**src/hdl/mpst_pkg.sv**
```systemverilog
// mpst_pkg: shared constants and types of the mutable prefix-sum table
// used by mpst_ctrl and mutable_prefix_sum_table_core; no dependencies
package mpst_pkg;

   localparam int DEPTH_DEFAULT = 1024;
   localparam int DATA_W        = 32;
   localparam int IDX_W         = 10;
   localparam int LEN_W         = 11;

   localparam logic [LEN_W-1:0] LEN_RESET = 11'd1024;

   // request kinds
   localparam logic REQ_UPDATE = 1'b0;
   localparam logic REQ_QUERY  = 1'b1;

   // per-memory strobes from the sequencer
   typedef struct packed {
      logic we;
      logic re;
   } mem_ctl_type;

endpackage

```
**src/hdl/mpst_ctrl.sv**
```systemverilog
// mpst_ctrl: sequencer of the prefix-sum table (clearing pass, update sweep,
// query reads) and the result register; depends on mpst_pkg
module mpst_ctrl #(
   parameter int DEPTH = mpst_pkg::DEPTH_DEFAULT,
   localparam int AW = $clog2(DEPTH),
   localparam int LW = (AW + 1 > mpst_pkg::LEN_W) ? AW + 1 : mpst_pkg::LEN_W
) (
   input  logic                               clock,
   input  logic                               reset,
   input  logic [LW-1:0]                      eff_len,
   // request channel
   input  logic                               req_valid,
   output logic                               req_stall,
   input  logic                               req_type,
   input  logic [mpst_pkg::IDX_W-1:0]         req_index,
   input  logic signed [mpst_pkg::DATA_W-1:0] req_value,
   input  logic [mpst_pkg::IDX_W-1:0]         req_upper_index,
   // result channel
   output logic                               rsp_valid,
   input  logic                               rsp_stall,
   output logic signed [mpst_pkg::DATA_W-1:0] rsp_range_sum,
   output logic                               rsp_error,
   // element memory
   output mpst_pkg::mem_ctl_type              elem_ctl,
   output logic [AW-1:0]                      elem_waddr,
   output logic [mpst_pkg::DATA_W-1:0]        elem_wdata,
   output logic [AW-1:0]                      elem_raddr,
   input  logic [mpst_pkg::DATA_W-1:0]        elem_rdata,
   // prefix memory
   output mpst_pkg::mem_ctl_type              pfx_ctl,
   output logic [AW-1:0]                      pfx_waddr,
   output logic [mpst_pkg::DATA_W-1:0]        pfx_wdata,
   output logic [AW-1:0]                      pfx_raddr,
   input  logic [mpst_pkg::DATA_W-1:0]        pfx_rdata
);

   localparam logic [2:0] S_CLEAR = 3'd0;
   localparam logic [2:0] S_IDLE  = 3'd1;
   localparam logic [2:0] S_SEED  = 3'd2;
   localparam logic [2:0] S_RUN   = 3'd3;
   localparam logic [2:0] S_QRY_B = 3'd4;
   localparam logic [2:0] S_QRY_C = 3'd5;

   logic [2:0]                  state_ff, state_in;
   logic [AW-1:0]               clr_ff, clr_in;
   logic [LW-1:0]               k_ff, k_in;
   logic [LW-1:0]               kd_ff, kd_in;
   logic [AW-1:0]               hi_ff, hi_in;
   logic [mpst_pkg::DATA_W-1:0] run_ff, run_in;
   logic [mpst_pkg::DATA_W-1:0] part_ff, part_in;
   logic                        err_ff, err_in;
   logic                        rsp_valid_ff, rsp_valid_in;
   logic [mpst_pkg::DATA_W-1:0] rsp_sum_ff, rsp_sum_in;
   logic                        rsp_err_ff, rsp_err_in;

   logic [LW-1:0]               pos;
   logic [LW-1:0]               hi_ext;
   logic [LW-1:0]               k0;
   logic [LW-1:0]               k0m1;
   logic                        accept;
   logic                        out_free;
   logic                        rsp_load;
   logic                        qry_err;
   logic [mpst_pkg::DATA_W-1:0] run_sum;

   assign pos      = LW'(req_index);
   assign hi_ext   = LW'(req_upper_index);
   assign k0       = (pos == '0) ? LW'(1) : pos;
   assign k0m1     = k0 - LW'(1);
   assign req_stall = (state_ff != S_IDLE);
   assign accept   = req_valid && !req_stall;
   assign out_free = !rsp_valid_ff || !rsp_stall;
   assign qry_err  = (req_index > req_upper_index) || (hi_ext >= eff_len);
   assign run_sum  = run_ff + elem_rdata;

   always_comb begin
      state_in   = state_ff;
      clr_in     = clr_ff;
      k_in       = k_ff;
      kd_in      = kd_ff;
      hi_in      = hi_ff;
      run_in     = run_ff;
      part_in    = part_ff;
      err_in     = err_ff;
      rsp_load   = 1'b0;
      elem_ctl   = '0;
      pfx_ctl    = '0;
      elem_waddr = AW'(req_index);
      elem_wdata = req_value;
      elem_raddr = k_ff[AW-1:0];
      pfx_waddr  = kd_ff[AW-1:0];
      pfx_wdata  = run_sum;
      pfx_raddr  = AW'(req_index);

      case (state_ff)
         S_CLEAR: begin
            elem_ctl.we = 1'b1;
            pfx_ctl.we  = 1'b1;
            elem_waddr  = clr_ff;
            elem_wdata  = '0;
            pfx_waddr   = clr_ff;
            pfx_wdata   = '0;
            clr_in      = clr_ff + AW'(1);
            if (clr_ff == AW'(DEPTH - 1)) begin
               state_in = S_IDLE;
            end
         end
         S_IDLE: begin
            if (accept) begin
               if (req_type == mpst_pkg::REQ_UPDATE) begin
                  // out-of-range positions are dropped
                  if (pos < LW'(DEPTH)) begin
                     elem_ctl.we = 1'b1;
                     if (k0 < eff_len) begin
                        pfx_ctl.re = 1'b1;
                        pfx_raddr  = k0m1[AW-1:0];
                        k_in       = k0;
                        state_in   = S_SEED;
                     end
                  end
               end else begin
                  if (qry_err) begin
                     err_in   = 1'b1;
                     state_in = S_QRY_C;
                  end else begin
                     elem_ctl.re = 1'b1;
                     elem_raddr  = AW'(req_index);
                     pfx_ctl.re  = 1'b1;
                     hi_in       = AW'(req_upper_index);
                     err_in      = 1'b0;
                     state_in    = S_QRY_B;
                  end
               end
            end
         end
         S_SEED: begin
            // running sum starts from the entry below the first one rebuilt
            run_in      = pfx_rdata;
            elem_ctl.re = 1'b1;
            kd_in       = k_ff;
            k_in        = k_ff + LW'(1);
            state_in    = S_RUN;
         end
         S_RUN: begin
            pfx_ctl.we = 1'b1;
            run_in     = run_sum;
            if (k_ff < eff_len) begin
               elem_ctl.re = 1'b1;
               kd_in       = k_ff;
               k_in        = k_ff + LW'(1);
            end else begin
               state_in = S_IDLE;
            end
         end
         S_QRY_B: begin
            part_in    = elem_rdata - pfx_rdata;
            pfx_ctl.re = 1'b1;
            pfx_raddr  = hi_ff;
            state_in   = S_QRY_C;
         end
         S_QRY_C: begin
            // prefix read data holds here until the result register frees
            if (out_free) begin
               rsp_load = 1'b1;
               state_in = S_IDLE;
            end
         end
         default: begin
            state_in = S_IDLE;
         end
      endcase
   end

   assign rsp_valid_in = rsp_load || (rsp_valid_ff && rsp_stall);
   assign rsp_sum_in   = rsp_load ? (err_ff ? '0 : part_ff + pfx_rdata) : rsp_sum_ff;
   assign rsp_err_in   = rsp_load ? err_ff : rsp_err_ff;

   always_ff @(posedge clock) begin
      if (reset) begin
         state_ff     <= S_CLEAR;
         clr_ff       <= '0;
         rsp_valid_ff <= 1'b0;
      end else begin
         state_ff     <= state_in;
         clr_ff       <= clr_in;
         rsp_valid_ff <= rsp_valid_in;
      end
   end

   always_ff @(posedge clock) begin
      k_ff       <= k_in;
      kd_ff      <= kd_in;
      hi_ff      <= hi_in;
      run_ff     <= run_in;
      part_ff    <= part_in;
      err_ff     <= err_in;
      rsp_sum_ff <= rsp_sum_in;
      rsp_err_ff <= rsp_err_in;
   end

   assign rsp_valid     = rsp_valid_ff;
   assign rsp_range_sum = rsp_sum_ff;
   assign rsp_error     = rsp_err_ff;

endmodule

```
**config.mk**
```make
export PLATFORM = sky130hd
export DESIGN_NAME = mpst_ctrl
export DESIGN_NICKNAME = d
export VERILOG_FILES = /design/src/hdl/mpst_pkg.sv /design/src/hdl/mpst_ctrl.sv
export SDC_FILE = /design/constraint.sdc
export NUM_CORES = 1
export LEC_CHECK = 0
export ABC_AREA = 0
export BUFFER_PORTS_ARGS = -buffer_cell sky130_fd_sc_hd__buf_2
export CAP_MARGIN = 0
export CORE_ASPECT_RATIO = 0.9
export CORE_MARGIN = 2
export CORE_UTILIZATION = 55
export CTS_CLUSTER_DIAMETER = 50
export DETAILED_ROUTE_END_ITERATION = 6
export GPL_TIMING_DRIVEN = 0
export PLACE_DENSITY = 0.81
export SETUP_SLACK_MARGIN = 0.02
export SLEW_MARGIN = 20
export SYNTH_ARGS = -nofsm -noshare
export SYNTH_HDL_FRONTEND = slang
export SYNTH_SLANG_ARGS = --single-unit
```
**constraint.sdc**
```tcl
create_clock -name clock -period 5.1 [get_ports clock]
set_input_delay 1.275 -clock clock [delete_from_list [all_inputs] [get_ports clock]]
set_output_delay 1.275 -clock clock [all_outputs]
set_load 0.01 [all_outputs]
```
* Word level (Yosys, flattened, before mapping)
Cells that the tools add are included.
W data, S select, Z words.
** Storage, ports and cells
- Flip-flop bits (word level) :: 143
- Bits of input ports :: 132
- Logic and storage cells :: 107
** Operators by class
- $add $sub $neg :: 6
- $lt $le $gt $ge :: 5
- Equal/unequal tests :: 17
- Multiplexer cells :: 49
- Bitwise operators :: 1
- Reduce and logical (&&, ||, !) cells :: 18
** Operators with widths (count)
- $mux W10 :: 12
- $add A32 B32 Y32 :: 2
- $mux W32 :: 2
- $pmux W32 S2 :: 1
- $mux W11 :: 5
- $pmux W10 S2 :: 2
- $pmux W11 S3 :: 1
- $sub A32 B32 Y32 :: 1
- $mux W3 :: 7
- $pmux W3 S6 :: 1
- $ne A2 B2 Y1 const B :: 8
- $mux W1 :: 14
- $reduce_and A6 Y1 :: 2
- $add A11 B1 Y11 const B :: 1
- $ge A10 B11 Y1 :: 1
- $logic_not A11 Y1 :: 1
- $lt A10 B11 Y1 :: 1
- $lt A10 B11 Y1 const B :: 1
- $lt A11 B11 Y1 :: 1
- $add A10 B1 Y10 const B :: 1
- $eq A10 B10 Y1 const B :: 1
- $gt A10 B10 Y1 :: 1
- $sub A10 B1 Y10 const B :: 1
- $eq A3 B2 Y1 const B :: 2
- 18 further kinds :: 26

* Logic depth before layout (Yosys ltp)
- Word-level depth :: 8
- Depth in mapped cells :: 12
- Gate-level depth less buffers :: 11

* Least setup slack after synthesis
Ideal clock, no wire load.
- Kind :: input to output
- From :: in elem_rdata[0] in the netlist's numbering
- To :: out pfx_wdata[28] in the netlist's numbering
- Arrival time :: 3.622 ns
- Required time :: 3.825 ns
- Setup slack :: 0.203 ns
- Cell stages on the path :: 10
- Cell sequence :: ha_1 > fa_1 > a21o_1 > a21oi_1 > o21ai_0 > o2bb2ai_1 > o2111a_1 > o31a_1 > o21a_1 > nor3_1
** Between the ends
- Cells in the longest elaborated chain, start to end :: 2
** Ends and longest elaborated chain
- start, declared :: RTL line mpst_ctrl.sv:28 : input logic [mpst_pkg::DATA_W-1:0] elem_rdata,
- $add A32 B32 Y32 :: RTL line mpst_ctrl.sv:74 : assign run_sum = run_ff + elem_rdata;
- $mux W32 :: RTL line mpst_ctrl.sv:95 : case (state_ff)
- end, declared :: RTL line mpst_ctrl.sv:32 : output logic [mpst_pkg::DATA_W-1:0] pfx_wdata,
No other way between the ends.

* Worst setup path after layout
Same ends and word-level chain as after synthesis.

==> flow_metrics.py <==
metrics = {
    "routing": {
        "vias": 12100,
        "first_iter_violations": 874,
        "drtAntennaViolNets": 0,
        "drc": 0,
        "wl_per_cell_um": 17.8,
        "dr.pass1.iters": 5,
        "vias_per_cell": 5.92,
        "drt_wl_total_mm": 36.3,
    },
    "hold_path": {
        "min_path_type": "flop to flop",
        "worstHoldEndpoint": "clr_ff[1]",
        "min_from": "clr_ff[1]",
        "hold_depth": 2,
    },
    "finish": {
        "synthToLayoutAreaGrowth_pct": 20.8,
        "fin_area_um2": 15000,
        "drive_gt1_share_pct": 21.7,
        "finalNonFillerCells": 2044,
        "n_fill_cell": 1859,
        "postLayoutCoreUtil_pct": 67.2,
        "nets": 2002,
    },
    "logic_synthesis": {
        "yosys-top-cells-count": "nand2_1 (160), ha_1 (135), edfxtp_1 (129)",
        "async_flop_share_pct": 0,
        "avgSynthCellArea_um2": 8.67,
        "synth_cell_type_count": 73,
        "ys_dominant_reg_cell": "edfxtp_1",
        "synth_area_um2": 12400,
        "ys_seq_elements": 143,
        "yosys_warnings": 0,
        "syn_nets": 1702,
        "synth_top_cell_by_area": "edfxtp_1",
        "yosysSeqAreaShare_pct": 33.5,
        "synth_edf_count": 129,
        "syn_inst": 1432,
        "yosysTopAreaCellShare_pct": 31.2,
        "synth.most_common_cell": "nand2_1",
        "ys_top_cells_by_area": "edfxtp_1 (31%), ha_1 (14%), nand2_1 (4.8%), o21ai_0 (4.3%), a21oi_1 (3.9%)",
    },
    "power": {
        "p_int_mw": 2.33,
        "total_power_mw": 3.45,
        "ir_drop_v": 0.000205,
        "p_leak_nw": 6.94,
        "combPwrFrac_pct": 27.3,
        "p_seq_share_pct": 38.1,
        "p_clk_share_pct": 34.5,
        "power_switching_mw": 1.12,
        "powerDensity_nw_per_um2": 230,
        "switching_share_pct": 32.5,
    },
    "place": {
        "port-buffer-count": 274,
        "dp_hpwl_mm": 28.8,
        "dp_slack_ps": -261,
        "dpl.cell_count": 2005,
        "gp_congestion": 0.973,
        "place_area_um2": 14200,
    },
    "clocking": {
        "cts_tree": "built",
        "h-tree-depth": 4,
        "cts_max_path_buffers": 2,
        "clock_latency_ps": 430,
        "cts_buffers": 17,
        "clock-sinks": 143,
        "clkTransAtPathRegs_ps": 60,
        "cts_root_buf": "clkbuf_16",
    },
    "timing": {
        "tns_ps": 0,
        "relSlewSlack_pct": 37.0,
        "finClkSkew_ps": 11.1,
        "tightest_slew_ps": 938,
        "max_freq_mhz": 199,
        "whs_ps": 512,
        "finalWorstSetupSlack_ps": 78.1,
        "finalSetupViolCount": 0,
        "min_period_over_period_pct": 98.5,
        "fin_crit_ps": 5020,
        "rsz0062_at_grt": "yes",
        "slew_viol_final": 0,
        "hold_viol": 0,
    },
    "critical_path": {
        "crit_path_cell_trace": "buf_2, ha_2, fa_2, a21o_1, a21oi_2, o21ai_2, o2bb2ai_2, o2111a_2, o31a_1, o21a_1, nor3_1, buf_2",
        "reg2reg_slack_ps": 2030,
        "reg2reg_to": "run_ff[17]",
        "cp_data_arrival_time_ps": 3750,
        "end_kind": "primary output",
        "ff2ff_path_depth": 8,
        "cp_slowest_cell": "fa_2",
        "r2r_start": "state_ff[1]",
        "worstPathMaxFanout": 4,
        "max_stage_delay_ps": 380,
        "required_ps": 3830,
        "timing.critical_path.buf_inv": 2,
        "cpMostUsedCell": "buf_2",
        "cp-start-kind": "primary input",
        "critPathKind": "primary input to primary output",
        "crit_family": "compound AO/OA/AOI/OAI gates",
    },
    "grt": {
        "grt-ovfl-total": 0,
        "grt_pass1_wl_mm": 56.1,
        "grt_usage_pct": 29.7,
        "antenna_found_initial": 1,
        "grt_max_degree": 36,
        "grt_pass1_vias": 11100,
    },
    "die": {
        "initial_utilization_pct": 55.6,
        "core.rowCount": 52,
        "die_h_um": 147,
        "die-area_um2": 23800,
        "core_area_um2": 22300,
        "io_pins": 275,
        "die_x_um": 162,
    },
    "run": {
        "cap_violations": 0,
    },
    "run_status": {
        "run_status": "finished, final reports clean",
    },
}
-- repair_timing --
action                                  in CTS  in global routing
buffers inserted                             2                  5
endpoints found under the setup margin      25                 21
hold buffers                                 0                  0
pin swaps                                    2                 10
resized for setup                           23                 26
-- kinds of logic (layout without fill, tap and decap cells) --
| family | Yosys count | count (layout) | synth area share [%] |
|---|---|---|---|
| AOI/OAI and AO/OA | 409 | 409 | 21.6 |
| xor gates and xnor gates | 81 | 81 | 5.72 |
| adders and majority gates | 138 | 138 | 14.1 |
| buffers and inverters | 149 | 462 | 4.56 |
| DFF | 143 | 143 | 33.5 |
| muxes | 13 | 13 | 1.16 |
| other | 0 | 2 | 0 |
| and+or+nand+nor | 499 | 499 | 19.4 |
-- worst reg2reg max path, delay by kind of cell, from the launching register on --
kind / cells / cell delay [ps]
buffers and inverters: 4 / 1580
AND/OR/NAND/NOR: 2 / 530
AO/OA/AOI/OAI: 2 / 370
flip-flops: 1 / 310
-- power groups by stage --
stage	sequential (mW)	combinational [mW]	clock, mW
CTS	1.32	0.918	1.20
global placement	1.34	0.882	0
floorplan	1.34	0.611	0
finish	1.32	0.944	1.19
detailed placement	1.34	0.905	0
global route	1.32	1.04	1.24
-- area by class of cell --
class	count	area (µm²)	share of cell area (%)
inverter	97	364	2.43
timing repair buffer	284	1490	9.94
sequential	143	4150	27.7
clock inverter	14	123	0.818
antenna	2	5.00	0.0334
multi-input combinational	1140	7850	52.3
tap	297	372	2.48
clock buffer	18	429	2.86
buffer	49	208	1.39
-- flip-flops by register name (all words and copies together) (netlist names), 3 cells and up --
| name | flops |
|---|---|
| clr_ff | 10 |
| hi_ff | 10 |
| k_ff | 11 |
| kd_ff | 10 |
| part_ff | 32 |
| rsp_range_sum | 32 |
| run_ff | 32 |
| state_ff | 3 |
-- routing by layer --
| layer | wire length, µm | track usage, % | share of wire, % |
|---|---|---|---|
| met3 | 2820 | 4.32 | 7.8 |
| met1 | 15500 | 39.6 | 43 |
| met2 | 17000 | 49.6 | 47 |
| met5 | 0 | 0 | 0 |
| met4 | 970 | 10.1 | 2.7 |
-- how the worst max path moves through the flow --
| stage | startpoint | end | slack [ps] | depth (start not counted) |
|---|---|---|---|---|
| 3_5_place_dp | elem_rdata[0] | pfx_wdata[20] | -260 | 12 |
| 2_1_floorplan | elem_rdata[0] | pfx_wdata[28] | 200 | 10 |
| 6_report | elem_rdata[0] | pfx_wdata[28] | 80 | 12 |
| 5_1_grt | req_index[7] | pfx_raddr[4] | -2 | 13 |
| 4_1_cts | elem_rdata[15] | pfx_wdata[28] | 20 | 11 |
| 3_3_place_gp | elem_rdata[0] | pfx_wdata[20] | -300 | 12 |
-- placed cells by master, fill, tap and decap left out, types with 6 or more instances in the layout --
cell       instances
mux2_2            11
clkbuf_16         17
edfxtp_1         129
o211ai_1          16
o21bai_1           7
o21a_1            17
buf_2            274
nand3_1           35
a21o_1            48
o31ai_1           11
and3_1            18
nor3_1            35
xor2_1            36
a31oi_1           14
a211oi_1          11
inv_1             95
ha_1             131
nor2b_1           17
buf_4             10
dfxtp_1           14
or2_2              7
or3_1             11
nor2_1           105
a21oi_1           92
xnor2_1           45
o21ai_0          104
a211o_1            6
a21boi_0           6
nand4_1           12
nand2b_1          24
and2_1            45
nand2_1          159
clkbuf_1          41
(Power assumes the default switching activity.)
